==> src/bes_pkg.sv <==
// shared types, codes and constants of the blink envelope sequencer
// no dependencies; every other file of the block imports this package

package bes_pkg;

   // channel and port widths
   localparam int REQ_DATA_W = 80;
   localparam int RSP_DATA_W = 56;
   localparam int CSR_ADDR_W = 5;
   localparam int CSR_DATA_W = 32;

   // shared divider widths
   localparam int DIV_NUM_W = 32;
   localparam int DIV_DEN_W = 24;
   localparam int DIV_CNT_W = $clog2(DIV_NUM_W);

   // fixed values of the envelope
   localparam logic [6:0] FULL_OPEN        = 7'd100;
   localparam logic [7:0] LAST_VALID_SHAPE = 8'd6;

   // x / 100 as (x * 5243) >> 19, exact for x below 25600
   localparam logic [12:0] RECIP_100   = 13'd5243;
   localparam int          RECIP_SHIFT = 19;

   // register reset values
   localparam logic [15:0] RST_CLOSING_TIME = 16'd80;
   localparam logic [15:0] RST_CLOSED_TIME  = 16'd50;
   localparam logic [15:0] RST_OPENING_TIME = 16'd90;
   localparam logic [23:0] RST_MIN_GAP      = 24'd3000;
   localparam logic [23:0] RST_MAX_GAP      = 24'd8000;
   localparam logic [2:0]  RST_SLEEPY_CODE  = 3'd0;

   typedef enum logic [1:0] {
      PH_IDLE    = 2'd0,
      PH_CLOSING = 2'd1,
      PH_CLOSED  = 2'd2,
      PH_OPENING = 2'd3
   } phase_type;

   // where a new open factor comes from
   typedef enum logic [1:0] {
      FSRC_FULL,
      FSRC_ZERO,
      FSRC_DOWN,
      FSRC_UP
   } fsrc_type;

   // register index, byte address is 4 * index
   typedef enum logic [2:0] {
      REG_CLOSING_TIME = 3'd0,
      REG_CLOSED_TIME  = 3'd1,
      REG_OPENING_TIME = 3'd2,
      REG_MIN_GAP      = 3'd3,
      REG_MAX_GAP      = 3'd4,
      REG_SLEEPY_CODE  = 3'd5
   } csr_idx_type;

   typedef struct packed {
      logic [15:0] closing_time;
      logic [15:0] closed_time;
      logic [15:0] opening_time;
      logic [23:0] min_gap;
      logic [23:0] max_gap;
      logic [2:0]  sleepy_code;
   } cfg_type;

   // controller to datapath
   typedef struct packed {
      logic      capture;
      logic      prep;
      logic      div_start;
      logic      div_mod;
      logic      set_next;
      logic      set_phase;
      phase_type phase_val;
      logic      set_start;
      logic      set_active;
      logic      active_val;
      logic      set_factor;
      fsrc_type  factor_src;
      logic      lid_mul;
      logic      out_load;
   } cmd_type;

   // datapath to controller
   typedef struct packed {
      logic      forced;
      logic      active;
      logic      err_shape;
      logic      next_zero;
      logic      span_nz;
      phase_type phase;
      logic      elapsed_ge;
      logic      due;
      logic      div_busy;
      logic      out_free;
   } sts_type;

endpackage

==> src/bes_csr.sv <==
// register block of the blink envelope sequencer with its apb-style port
// depends on bes_pkg

module bes_csr (
   input  logic                           clock,
   input  logic                           reset,
   input  logic                           csr_psel,
   input  logic                           csr_penable,
   input  logic                           csr_pwrite,
   input  logic [bes_pkg::CSR_ADDR_W-1:0] csr_paddr,
   input  logic [bes_pkg::CSR_DATA_W-1:0] csr_pwdata,
   output logic [bes_pkg::CSR_DATA_W-1:0] csr_prdata,
   output logic                           csr_pready,
   output bes_pkg::cfg_type               cfg
);
   import bes_pkg::*;

   cfg_type     cfg_ff, cfg_in;
   csr_idx_type idx;
   logic        wr_en;

   assign idx        = csr_idx_type'(csr_paddr[4:2]);
   assign wr_en      = csr_psel & csr_penable & csr_pwrite;
   assign csr_pready = 1'b1;
   assign cfg        = cfg_ff;

   // register write decode
   always_comb begin
      cfg_in = cfg_ff;
      if (wr_en) begin
         case (idx)
            REG_CLOSING_TIME: cfg_in.closing_time = csr_pwdata[15:0];
            REG_CLOSED_TIME:  cfg_in.closed_time  = csr_pwdata[15:0];
            REG_OPENING_TIME: cfg_in.opening_time = csr_pwdata[15:0];
            REG_MIN_GAP:      cfg_in.min_gap      = csr_pwdata[23:0];
            REG_MAX_GAP:      cfg_in.max_gap      = csr_pwdata[23:0];
            REG_SLEEPY_CODE:  cfg_in.sleepy_code  = csr_pwdata[2:0];
            default:          cfg_in = cfg_ff;
         endcase
      end
   end

   always_ff @(posedge clock) begin
      if (reset) begin
         cfg_ff.closing_time <= RST_CLOSING_TIME;
         cfg_ff.closed_time  <= RST_CLOSED_TIME;
         cfg_ff.opening_time <= RST_OPENING_TIME;
         cfg_ff.min_gap      <= RST_MIN_GAP;
         cfg_ff.max_gap      <= RST_MAX_GAP;
         cfg_ff.sleepy_code  <= RST_SLEEPY_CODE;
      end else begin
         cfg_ff <= cfg_in;
      end
   end

   // read mux
   always_comb begin
      case (idx)
         REG_CLOSING_TIME: csr_prdata = CSR_DATA_W'(cfg_ff.closing_time);
         REG_CLOSED_TIME:  csr_prdata = CSR_DATA_W'(cfg_ff.closed_time);
         REG_OPENING_TIME: csr_prdata = CSR_DATA_W'(cfg_ff.opening_time);
         REG_MIN_GAP:      csr_prdata = CSR_DATA_W'(cfg_ff.min_gap);
         REG_MAX_GAP:      csr_prdata = CSR_DATA_W'(cfg_ff.max_gap);
         REG_SLEEPY_CODE:  csr_prdata = CSR_DATA_W'(cfg_ff.sleepy_code);
         default:          csr_prdata = '0;
      endcase
   end

endmodule

==> src/bes_div.sv <==
// shared restoring divider, one quotient bit per cycle
// depends on bes_pkg

module bes_div (
   input  logic                          clock,
   input  logic                          reset,
   input  logic                          start,
   input  logic [bes_pkg::DIV_NUM_W-1:0] dividend,
   input  logic [bes_pkg::DIV_DEN_W-1:0] divisor,
   output logic                          busy,
   output logic [bes_pkg::DIV_NUM_W-1:0] quotient,
   output logic [bes_pkg::DIV_DEN_W-1:0] remainder
);
   import bes_pkg::*;

   localparam logic [DIV_CNT_W-1:0] CNT_LAST = DIV_CNT_W'(DIV_NUM_W - 1);

   logic                 busy_ff, busy_in;
   logic [DIV_CNT_W-1:0] cnt_ff, cnt_in;
   logic [DIV_NUM_W-1:0] quo_ff, quo_in;
   logic [DIV_DEN_W-1:0] rem_ff, rem_in;
   logic [DIV_DEN_W-1:0] den_ff, den_in;
   logic [DIV_DEN_W:0]   trial;
   logic                 fits;

   // shift in the next dividend bit and try a subtract
   assign trial = {rem_ff, quo_ff[DIV_NUM_W-1]};
   assign fits  = trial >= {1'b0, den_ff};

   always_comb begin
      busy_in = busy_ff;
      cnt_in  = cnt_ff;
      quo_in  = quo_ff;
      rem_in  = rem_ff;
      den_in  = den_ff;
      if (start) begin
         busy_in = 1'b1;
         cnt_in  = '0;
         quo_in  = dividend;
         rem_in  = '0;
         den_in  = divisor;
      end else if (busy_ff) begin
         quo_in = {quo_ff[DIV_NUM_W-2:0], fits};
         rem_in = fits ? DIV_DEN_W'(trial - {1'b0, den_ff}) : DIV_DEN_W'(trial);
         cnt_in = cnt_ff + 1'b1;
         if (cnt_ff == CNT_LAST) begin
            busy_in = 1'b0;
         end
      end
   end

   always_ff @(posedge clock) begin
      if (reset) begin
         busy_ff <= 1'b0;
         cnt_ff  <= '0;
      end else begin
         busy_ff <= busy_in;
         cnt_ff  <= cnt_in;
      end
      quo_ff <= quo_in;
      rem_ff <= rem_in;
      den_ff <= den_in;
   end

   assign busy      = busy_ff;
   assign quotient  = quo_ff;
   assign remainder = rem_ff;

endmodule

==> src/bes_datapath.sv <==
// datapath of the blink envelope sequencer: item registers, blink state,
// scheduling and ramp arithmetic, output register; depends on bes_pkg, bes_div

module bes_datapath (
   input  logic                           clock,
   input  logic                           reset,
   input  bes_pkg::cmd_type               cmd,
   output bes_pkg::sts_type               sts,
   input  bes_pkg::cfg_type               cfg,
   input  logic [bes_pkg::REQ_DATA_W-1:0] req_tdata,
   input  logic                           req_tuser,
   output logic                           rsp_tvalid,
   input  logic                           rsp_tready,
   output logic [bes_pkg::RSP_DATA_W-1:0] rsp_tdata
);
   import bes_pkg::*;

   // captured item
   logic        req_type_ff, req_type_in;
   logic [31:0] now_ff, now_in;
   logic [7:0]  shape_ff, shape_in;
   logic [31:0] rnd_ff, rnd_in;
   logic [7:0]  base_ff, base_in;

   // blink state
   phase_type   phase_ff, phase_in;
   logic [31:0] start_ff, start_in;
   logic [31:0] next_ff, next_in;
   logic        active_ff, active_in;
   logic [6:0]  factor_ff, factor_in;

   // working registers
   logic [31:0] elapsed_ff, elapsed_in;
   logic [31:0] nm_ff, nm_in;
   logic [14:0] prod_ff, prod_in;

   // output register
   logic                  rsp_valid_ff, rsp_valid_in;
   logic [RSP_DATA_W-1:0] rsp_data_ff, rsp_data_in;

   // divider connections
   logic [DIV_NUM_W-1:0] div_num;
   logic [DIV_DEN_W-1:0] div_den;
   logic                 div_busy;
   logic [DIV_NUM_W-1:0] div_quo;
   logic [DIV_DEN_W-1:0] div_rem;

   logic [23:0] span;
   logic        span_nz;
   logic [15:0] dur;
   logic [22:0] ratio_num;
   logic [31:0] due_diff;
   logic [27:0] lid_prod;
   logic [7:0]  lid_val;
   logic [6:0]  factor_new;
   logic [31:0] offset;

   // gap range, empty when max is not above min
   assign span    = (cfg.max_gap > cfg.min_gap) ? (cfg.max_gap - cfg.min_gap) : 24'd0;
   assign span_nz = span != 24'd0;

   // duration of the phase in progress
   always_comb begin
      unique case (phase_ff)
         PH_IDLE:    dur = 16'd0;
         PH_CLOSING: dur = cfg.closing_time;
         PH_CLOSED:  dur = cfg.closed_time;
         PH_OPENING: dur = cfg.opening_time;
      endcase
   end

   // ramp numerator, only used while elapsed is below a 16-bit duration
   assign ratio_num = 23'(elapsed_ff[15:0]) * 23'(FULL_OPEN);
   assign due_diff  = now_ff - next_ff;

   // divider operands: gap modulo or ramp ratio
   assign div_num = cmd.div_mod ? rnd_ff : DIV_NUM_W'(ratio_num);
   assign div_den = cmd.div_mod ? span : DIV_DEN_W'(dur);

   bes_div u_div (
      .clock     (clock),
      .reset     (reset),
      .start     (cmd.div_start),
      .dividend  (div_num),
      .divisor   (div_den),
      .busy      (div_busy),
      .quotient  (div_quo),
      .remainder (div_rem)
   );

   // scaled lid from the registered product
   assign lid_prod = 28'(prod_ff) * 28'(RECIP_100);
   assign lid_val  = lid_prod[RECIP_SHIFT +: 8];

   assign offset = span_nz ? 32'(div_rem) : 32'd0;

   always_comb begin
      unique case (cmd.factor_src)
         FSRC_FULL: factor_new = FULL_OPEN;
         FSRC_ZERO: factor_new = 7'd0;
         FSRC_DOWN: factor_new = FULL_OPEN - div_quo[6:0];
         FSRC_UP:   factor_new = div_quo[6:0];
      endcase
   end

   // next-value logic
   always_comb begin
      req_type_in  = req_type_ff;
      now_in       = now_ff;
      shape_in     = shape_ff;
      rnd_in       = rnd_ff;
      base_in      = base_ff;
      phase_in     = phase_ff;
      start_in     = start_ff;
      next_in      = next_ff;
      active_in    = active_ff;
      factor_in    = factor_ff;
      elapsed_in   = elapsed_ff;
      nm_in        = nm_ff;
      prod_in      = prod_ff;
      rsp_valid_in = rsp_valid_ff;
      rsp_data_in  = rsp_data_ff;

      // input transfer
      if (cmd.capture) begin
         req_type_in = req_tuser;
         now_in      = req_tdata[31:0];
         shape_in    = req_tdata[39:32];
         rnd_in      = req_tdata[71:40];
         base_in     = req_tdata[79:72];
      end

      if (cmd.prep) begin
         elapsed_in = now_ff - start_ff;
         nm_in      = now_ff + 32'(cfg.min_gap);
      end

      if (cmd.set_next) begin
         next_in = nm_ff + offset;
      end
      if (cmd.set_phase) begin
         phase_in = cmd.phase_val;
      end
      if (cmd.set_start) begin
         start_in = now_ff;
      end
      if (cmd.set_active) begin
         active_in = cmd.active_val;
      end
      if (cmd.set_factor) begin
         factor_in = factor_new;
      end

      if (cmd.lid_mul) begin
         prod_in = 15'(base_ff) * 15'(factor_ff);
      end

      // output register, a new result wins over a transfer out
      if (rsp_tready) begin
         rsp_valid_in = 1'b0;
      end
      if (cmd.out_load) begin
         rsp_valid_in = 1'b1;
         rsp_data_in  = {6'd0, next_ff, phase_ff, active_ff, factor_ff, lid_val};
      end
   end

   always_ff @(posedge clock) begin
      if (reset) begin
         phase_ff     <= PH_IDLE;
         start_ff     <= '0;
         next_ff      <= '0;
         active_ff    <= 1'b0;
         factor_ff    <= FULL_OPEN;
         rsp_valid_ff <= 1'b0;
      end else begin
         phase_ff     <= phase_in;
         start_ff     <= start_in;
         next_ff      <= next_in;
         active_ff    <= active_in;
         factor_ff    <= factor_in;
         rsp_valid_ff <= rsp_valid_in;
      end
      req_type_ff <= req_type_in;
      now_ff      <= now_in;
      shape_ff    <= shape_in;
      rnd_ff      <= rnd_in;
      base_ff     <= base_in;
      elapsed_ff  <= elapsed_in;
      nm_ff       <= nm_in;
      prod_ff     <= prod_in;
      rsp_data_ff <= rsp_data_in;
   end

   // status to the controller
   assign sts.forced     = req_type_ff;
   assign sts.active     = active_ff;
   assign sts.err_shape  = (shape_ff == 8'(cfg.sleepy_code)) || (shape_ff > LAST_VALID_SHAPE);
   assign sts.next_zero  = next_ff == 32'd0;
   assign sts.span_nz    = span_nz;
   assign sts.phase      = phase_ff;
   assign sts.elapsed_ge = elapsed_ff >= 32'(dur);
   assign sts.due        = ~due_diff[31];
   assign sts.div_busy   = div_busy;
   assign sts.out_free   = ~rsp_valid_ff | rsp_tready;

   assign rsp_tvalid = rsp_valid_ff;
   assign rsp_tdata  = rsp_data_ff;

endmodule

==> src/bes_ctrl.sv <==
// controller of the blink envelope sequencer: steps one item through
// prepare, schedule, phase update and output; depends on bes_pkg

module bes_ctrl (
   input  logic             clock,
   input  logic             reset,
   input  logic             req_tvalid,
   output logic             req_tready,
   input  bes_pkg::sts_type sts,
   output bes_pkg::cmd_type cmd
);
   import bes_pkg::*;

   typedef enum logic [3:0] {
      S_IDLE,
      S_PREP,
      S_DECIDE,
      S_PLAN,
      S_PLAN_WAIT,
      S_PLAN_SET,
      S_PHASE,
      S_RATIO_WAIT,
      S_RATIO_SET,
      S_LID,
      S_DONE
   } state_type;

   state_type state_ff, state_in;
   // after scheduling: 1 continue with the phase update, 0 go to output
   logic      ret_phase_ff, ret_phase_in;

   assign req_tready = state_ff == S_IDLE;

   always_comb begin
      state_in     = state_ff;
      ret_phase_in = ret_phase_ff;
      cmd          = '0;
      cmd.phase_val  = PH_IDLE;
      cmd.factor_src = FSRC_FULL;

      unique case (state_ff)
         S_IDLE: begin
            if (req_tvalid) begin
               cmd.capture = 1'b1;
               state_in    = S_PREP;
            end
         end

         S_PREP: begin
            cmd.prep = 1'b1;
            state_in = S_DECIDE;
         end

         // forced request, sleepy or bad shape, missing schedule
         S_DECIDE: begin
            priority if (sts.forced) begin
               if (!sts.active) begin
                  cmd.set_phase  = 1'b1;
                  cmd.phase_val  = PH_CLOSING;
                  cmd.set_start  = 1'b1;
                  cmd.set_active = 1'b1;
                  cmd.active_val = 1'b1;
                  cmd.set_factor = 1'b1;
                  cmd.factor_src = FSRC_FULL;
               end
               state_in = S_LID;
            end else if (sts.err_shape) begin
               cmd.set_phase  = 1'b1;
               cmd.phase_val  = PH_IDLE;
               cmd.set_active = 1'b1;
               cmd.active_val = 1'b0;
               cmd.set_factor = 1'b1;
               cmd.factor_src = FSRC_FULL;
               ret_phase_in   = 1'b0;
               state_in       = S_PLAN;
            end else if (sts.next_zero) begin
               ret_phase_in = 1'b1;
               state_in     = S_PLAN;
            end else begin
               state_in = S_PHASE;
            end
         end

         // random gap offset through the divider
         S_PLAN: begin
            if (sts.span_nz) begin
               cmd.div_start = 1'b1;
               cmd.div_mod   = 1'b1;
               state_in      = S_PLAN_WAIT;
            end else begin
               state_in = S_PLAN_SET;
            end
         end

         S_PLAN_WAIT: begin
            if (!sts.div_busy) begin
               state_in = S_PLAN_SET;
            end
         end

         S_PLAN_SET: begin
            cmd.set_next = 1'b1;
            state_in     = ret_phase_ff ? S_PHASE : S_LID;
         end

         S_PHASE: begin
            state_in = S_LID;
            unique case (sts.phase)
               PH_IDLE: begin
                  cmd.set_factor = 1'b1;
                  cmd.factor_src = FSRC_FULL;
                  if (sts.due) begin
                     cmd.set_phase  = 1'b1;
                     cmd.phase_val  = PH_CLOSING;
                     cmd.set_start  = 1'b1;
                     cmd.set_active = 1'b1;
                     cmd.active_val = 1'b1;
                  end
               end
               PH_CLOSING: begin
                  if (sts.elapsed_ge) begin
                     cmd.set_phase  = 1'b1;
                     cmd.phase_val  = PH_CLOSED;
                     cmd.set_start  = 1'b1;
                     cmd.set_factor = 1'b1;
                     cmd.factor_src = FSRC_ZERO;
                  end else begin
                     cmd.div_start = 1'b1;
                     state_in      = S_RATIO_WAIT;
                  end
               end
               PH_CLOSED: begin
                  cmd.set_factor = 1'b1;
                  cmd.factor_src = FSRC_ZERO;
                  if (sts.elapsed_ge) begin
                     cmd.set_phase = 1'b1;
                     cmd.phase_val = PH_OPENING;
                     cmd.set_start = 1'b1;
                  end
               end
               PH_OPENING: begin
                  if (sts.elapsed_ge) begin
                     cmd.set_phase  = 1'b1;
                     cmd.phase_val  = PH_IDLE;
                     cmd.set_start  = 1'b1;
                     cmd.set_active = 1'b1;
                     cmd.active_val = 1'b0;
                     cmd.set_factor = 1'b1;
                     cmd.factor_src = FSRC_FULL;
                     ret_phase_in   = 1'b0;
                     state_in       = S_PLAN;
                  end else begin
                     cmd.div_start = 1'b1;
                     state_in      = S_RATIO_WAIT;
                  end
               end
            endcase
         end

         S_RATIO_WAIT: begin
            if (!sts.div_busy) begin
               state_in = S_RATIO_SET;
            end
         end

         S_RATIO_SET: begin
            cmd.set_factor = 1'b1;
            cmd.factor_src = (sts.phase == PH_CLOSING) ? FSRC_DOWN : FSRC_UP;
            state_in       = S_LID;
         end

         S_LID: begin
            cmd.lid_mul = 1'b1;
            state_in    = S_DONE;
         end

         // wait for room in the output register
         S_DONE: begin
            if (sts.out_free) begin
               cmd.out_load = 1'b1;
               state_in     = S_IDLE;
            end
         end

         default: state_in = S_IDLE;
      endcase
   end

   always_ff @(posedge clock) begin
      if (reset) begin
         state_ff     <= S_IDLE;
         ret_phase_ff <= 1'b0;
      end else begin
         state_ff     <= state_in;
         ret_phase_ff <= ret_phase_in;
      end
   end

endmodule

==> src/blink_envelope_sequencer.sv <==
// blink envelope sequencer, top level: register block, controller, datapath
// depends on bes_pkg, bes_csr, bes_ctrl, bes_datapath (and bes_div below it)
//
//   group  direction  transfer carries
//   req    in         one tick or forced blink request
//   rsp    out        one lid result per request
//   csr    in/out     apb-style register writes and reads
//
// a forced request skips scheduling and the phase update; the ramp ratio or the gap
// modulo runs through the shared 32-step divider, and both can run for the same item
// reset is synchronous and active high; it restores register defaults, idle phase
// and an unscheduled next blink; req_tready is high only between items,
// and a held rsp transfer does not stop the next req transfer from being taken

module blink_envelope_sequencer (
   input  logic                           clock,
   input  logic                           reset,
   // req_tdata: now_ms[31:0], shape_code[39:32], random_word[71:40], base_lid[79:72]
   input  logic                           req_tvalid,
   output logic                           req_tready,
   input  logic [bes_pkg::REQ_DATA_W-1:0] req_tdata,
   // req_tuser: req_type[0]
   input  logic [0:0]                     req_tuser,
   // rsp_tdata: lid_out[7:0], open_factor[14:8], blinking[15], phase[17:16],
   //            next_blink_ms[49:18], zero fill[55:50]
   output logic                           rsp_tvalid,
   input  logic                           rsp_tready,
   output logic [bes_pkg::RSP_DATA_W-1:0] rsp_tdata,
   input  logic                           csr_psel,
   input  logic                           csr_penable,
   input  logic                           csr_pwrite,
   input  logic [bes_pkg::CSR_ADDR_W-1:0] csr_paddr,
   input  logic [bes_pkg::CSR_DATA_W-1:0] csr_pwdata,
   output logic [bes_pkg::CSR_DATA_W-1:0] csr_prdata,
   output logic                           csr_pready
);
   import bes_pkg::*;

   cfg_type cfg;
   cmd_type cmd;
   sts_type sts;

   bes_csr u_csr (
      .clock       (clock),
      .reset       (reset),
      .csr_psel    (csr_psel),
      .csr_penable (csr_penable),
      .csr_pwrite  (csr_pwrite),
      .csr_paddr   (csr_paddr),
      .csr_pwdata  (csr_pwdata),
      .csr_prdata  (csr_prdata),
      .csr_pready  (csr_pready),
      .cfg         (cfg)
   );

   bes_ctrl u_ctrl (
      .clock      (clock),
      .reset      (reset),
      .req_tvalid (req_tvalid),
      .req_tready (req_tready),
      .sts        (sts),
      .cmd        (cmd)
   );

   bes_datapath u_datapath (
      .clock      (clock),
      .reset      (reset),
      .cmd        (cmd),
      .sts        (sts),
      .cfg        (cfg),
      .req_tdata  (req_tdata),
      .req_tuser  (req_tuser[0]),
      .rsp_tvalid (rsp_tvalid),
      .rsp_tready (rsp_tready),
      .rsp_tdata  (rsp_tdata)
   );

endmodule

==> config.mk <==
export PLATFORM = sky130hd
export DESIGN_NAME = blink_envelope_sequencer
export DESIGN_NICKNAME = d
export VERILOG_FILES = /design/src/bes_pkg.sv /design/src/bes_csr.sv /design/src/bes_div.sv /design/src/bes_datapath.sv /design/src/bes_ctrl.sv /design/src/blink_envelope_sequencer.sv
export SDC_FILE = /design/constraint.sdc
export NUM_CORES = 2
export LEC_CHECK = 0
export BUFFER_PORTS_ARGS = -buffer_cell sky130_fd_sc_hd__buf_4
export CAP_MARGIN = 10
export CORE_ASPECT_RATIO = 0.7
export CORE_UTILIZATION = 45
export DETAILED_ROUTE_END_ITERATION = 6
export GPL_ROUTABILITY_DRIVEN = 0
export PLACE_DENSITY = 0.63
export SYNTH_ARGS = -nofsm -noshare
export SYNTH_HDL_FRONTEND = slang
export SYNTH_HIERARCHICAL = 1
export SYNTH_SLANG_ARGS = --single-unit
==> constraint.sdc <==
create_clock -name clock -period 5.9 [get_ports clock]
set_input_delay 0 -clock clock [delete_from_list [all_inputs] [get_ports clock]]
set_output_delay 0 -clock clock [all_outputs]
set_load 0.02 [all_outputs]
==> flow_metrics.py <==
metrics = {
    "status": {
        "status": "complete, but fails checks",
        "violations": "design-rule violations",
    },
    "clocking": {
        "cts-root-buf": "clkbuf_16",
        "insertion_delay_ns": 0.62,
        "clk_path_buf_depth": 3,
        "cts_sinks": 475,
        "cts_tree": "yes",
        "htree_num_levels": 2,
        "cts_made_buffers": 51,
        "clkTransAtPathRegs_ns": 0.06,
    },
    "critical_path": {
        "slowest_delay_ns": 0.57,
        "cp_common_cell": "buf_4",
        "crit_type": "reg2reg",
        "timing.rr.start": "u_csr/cfg[3]$_SDFFE_PP0P_",
        "rrSetupSlack_ns": 0.08,
        "cp-startpoint": "u_csr/cfg[3]$_SDFFE_PP0P_",
        "critPathArrivalTime_ns": 6.35,
        "critPathCapture": "u_datapath/next_ff[29]$_SDFFE_PP0P_",
        "crit_slowest_cell": "or4_4",
        "cp_max_fo": 5,
        "cp.required_ns": 6.43,
        "reg2reg_to": "u_datapath/next_ff[29]$_SDFFE_PP0P_",
        "crit_path_end_kind": "register",
        "r2r_cells": 25,
        "start_kind": "register",
    },
    "timing": {
        "fmax_mhz": 172,
        "worstMarginPinSlew_ns": 1.11,
        "period_needed_ns": 5.82,
        "max_slew_margin": 0.259,
        "min_period_over_period": 0.986,
        "rsz0062_at_grt": "true",
        "hold_viol": 0,
        "finClkSkew_ns": 0.0270,
        "setup_violations": 0,
        "drv_slew": 0,
    },
    "worst_hold_path": {
        "hp-class": "in2reg",
    },
    "drt": {
        "viasPerCell": 5.41,
        "firstDrtPassIters": 7,
        "vias": 26032,
        "drt_iter0_drc": 2170,
        "ant_nets": 0,
        "drc": 1,
        "wl_per_cell_um": 19.4,
        "totalWireLength_um": 93100,
    },
    "job": {
        "drv_cap": 0,
    },
    "synthesis": {
        "yosysTopAreaCell": "edfxtp_1",
        "async_reset_ff_frac": 0,
        "syn-mean-instance-area_sq_um": 10.0,
        "synth_cell_types": 118,
        "synth_top_cell_area_share": 0.234,
        "ys_warn_count": 6,
        "synth_edf_count": 266,
        "yosysSeqAreaShare": 0.356,
        "ys_ff_latch": 475,
        "synthesis.instances": 3413,
        "synth_area_sq_mm": 0.0342,
        "ys_dominant_reg_cell": "edfxtp_1",
        "synth_area_leaders": "edfxtp_1 (23%), ha_1 (13%), dfxtp_1 (12%)",
    },
    "placement": {
        "placed_cell_area_sq_mm": 0.0371,
        "dp_hpwl_um": 70200,
        "io_buffers": 190,
    },
    "pwr": {
        "vdd_ir_drop_max_uv": 292,
        "p_total_mw": 17.9,
        "leakage_nw": 17.1,
        "pwr_density_cell_mw_per_mm2": 444,
    },
    "floorplanning": {
        "die_x_um": 331,
        "start_util": 0.455,
        "die_area_sq_mm": 0.0771,
        "coreArea_sq_mm": 0.0751,
        "pin_count": 216,
        "num_rows": 84,
        "fp.dieH_um": 233,
    },
    "grt": {
        "grt_overflow": 0,
        "grt_pass1_vias": 24749,
        "grt_max_degree": 120,
        "antenna_found_initial": 1,
        "grt_usage": 0.236,
        "grt_pass1_wl_um": 143000,
    },
    "final_layout": {
        "fin_area_sq_mm": 0.0403,
        "syn2layout_area_growth_pct": 18.0,
        "drive_gt1_frac": 0.157,
        "post-route-util": 0.537,
        "finalNetCount": 4379,
    },
}
layout by cell type, fill, tap and decap left out, drive strengths merged, types with 62 or more instances in the layout:
cell type	netlist	layout
inv	373	377
nand2b	141	141
clkbuf	70	71
dfxtp	209	209
ha	366	366
xnor2	111	111
mux2i	174	174
a21oi	161	162
o21ai	138	138
fa	113	113
and2	74	74
nor3	62	62
nor2	251	251
edfxtp	266	266
dlygate4sd3	0	116
buf	63	313
mux2	82	82
nand2	140	140
worst min path at each step:
stage                   from                                to  slack (ns)  cells past startpoint
3_5_place_dp   req_tdata[56]   u_datapath/rnd_ff[16]$_DFFE_PP_        0.18                      1
3_3_place_gp   req_tdata[53]   u_datapath/rnd_ff[13]$_DFFE_PP_        0.18                      1
4_1_cts         csr_paddr[2]         u_csr/cfg[1]$_SDFFE_PP0P_        0.04                      3
2_1_floorplan          reset  u_ctrl/ret_phase_ff$_SDFFE_PP0P_        0.07                      1
5_1_grt        req_tdata[60]   u_datapath/rnd_ff[20]$_DFFE_PP_        0.07                      2
6_report       req_tdata[46]    u_datapath/rnd_ff[6]$_DFFE_PP_        0.09                      2
metrics by stage:
stage          hold WS [ns]  setup WS [ns]  setup TNS [ns]  std cells
6_report             0.0899         0.0825               0       4809
4_1_cts              0.0390         0.0460               0       4796
5_1_grt              0.0700         -0.181          -0.997       4806
3_5_place_dp          0.179        -0.0920          -0.274       4585
2_1_floorplan        0.0691          0.357               0       3425
3_3_place_gp          0.178         0.0207               0       4585
state kept, by name, indices dropped and copies added, names as in the netlist, 2 cells and up:
signal and cells:
u_datapath/rsp_tdata 50, u_datapath/start_ff 32, u_datapath/factor_ff 7, u_datapath/u_div/remainder 24, u_datapath/shape_ff 8, u_datapath/u_div/cnt_ff 5
u_datapath/u_div/den_ff 24, u_datapath/now_ff 32, u_datapath/base_ff 8, u_datapath/elapsed_ff 32, u_datapath/nm_ff 32, u_datapath/next_ff 32
u_datapath/rnd_ff 32, u_datapath/u_div/quotient 32, u_ctrl/state_ff 4, u_csr/cfg 99, u_datapath/phase_ff 2, u_datapath/prod_ff 15
critical path, delay by kind of cell (launching register included):
kind / cells / cell delay [ns]
adders and majority gates: 3 / 0.81
and+or+nand+nor: 10 / 2.60
xor gates and xnor gates: 2 / 0.33
buffers and inverters: 5 / 0.71
DFF: 1 / 0.33
AOI/OAI and AO/OA: 5 / 0.96
cell families (layout without fill, tap and decap cells):
kind of cell / count (synthesis) / count (layout) / synth area share
AO/OA/AOI/OAI: 620 / 621 / 0.121
multiplexers: 257 / 257 / 0.0787
other: 3 / 18 / 0.000329
AND/OR/NAND/NOR: 913 / 913 / 0.140
buffers and inverters: 507 / 898 / 0.0621
adder cells (fa/ha/maj): 479 / 479 / 0.200
XOR/XNOR: 159 / 159 / 0.0410
flip-flops: 475 / 475 / 0.356
area by class of cell:
type | instances | area [sq um]
fillers | 6669 | 34800
multi-input cells | 2444 | 20300
flip-flops and latches | 475 | 12200
repair buffers | 429 | 3580
clock buffers | 71 | 1460
inverters | 374 | 1400
well taps | 989 | 1240
clock inverters | 24 | 181
diodes | 3 | 7.51
synthesized netlist by cell type, drive strengths merged (70+ instances only):
master	n
mux2	82
nor2	251
inv	373
edfxtp	266
mux2i	174
clkbuf	70
dfxtp	209
fa	113
and2	74
nand2b	141
ha	366
xnor2	111
o21ai	138
a21oi	161
nand2	140
report_power, final:
part	switching, mW	leakage [nW]	internal, mW	total, mW
registers	0.630	4.16	4.35	4.98
logic	5.31	12.1	4.39	9.70
clock network	1.43	0.812	1.79	3.21
total	7.37	17.1	10.5	17.9
routing by layer:
layer | global-route usage | share of wire | up-vias
met5 | 0 | 0 | -
met4 | 0.0635 | 0.023 | 0
met3 | 0.0408 | 0.065 | 126
met2 | 0.342 | 0.41 | 741
met1 | 0.359 | 0.50 | 12424
li1 | - | - | 12741
repair_timing:
action	CTS	global route
cloned	0	1
setup endpoints to repair	11	18
hold buffers	116	0
pin swaps	2	45
setup buffers	0	9
resized for setup	2	63
endpoints found under the hold margin	224	0
Note: power is estimated with default switching activity, not from simulation.
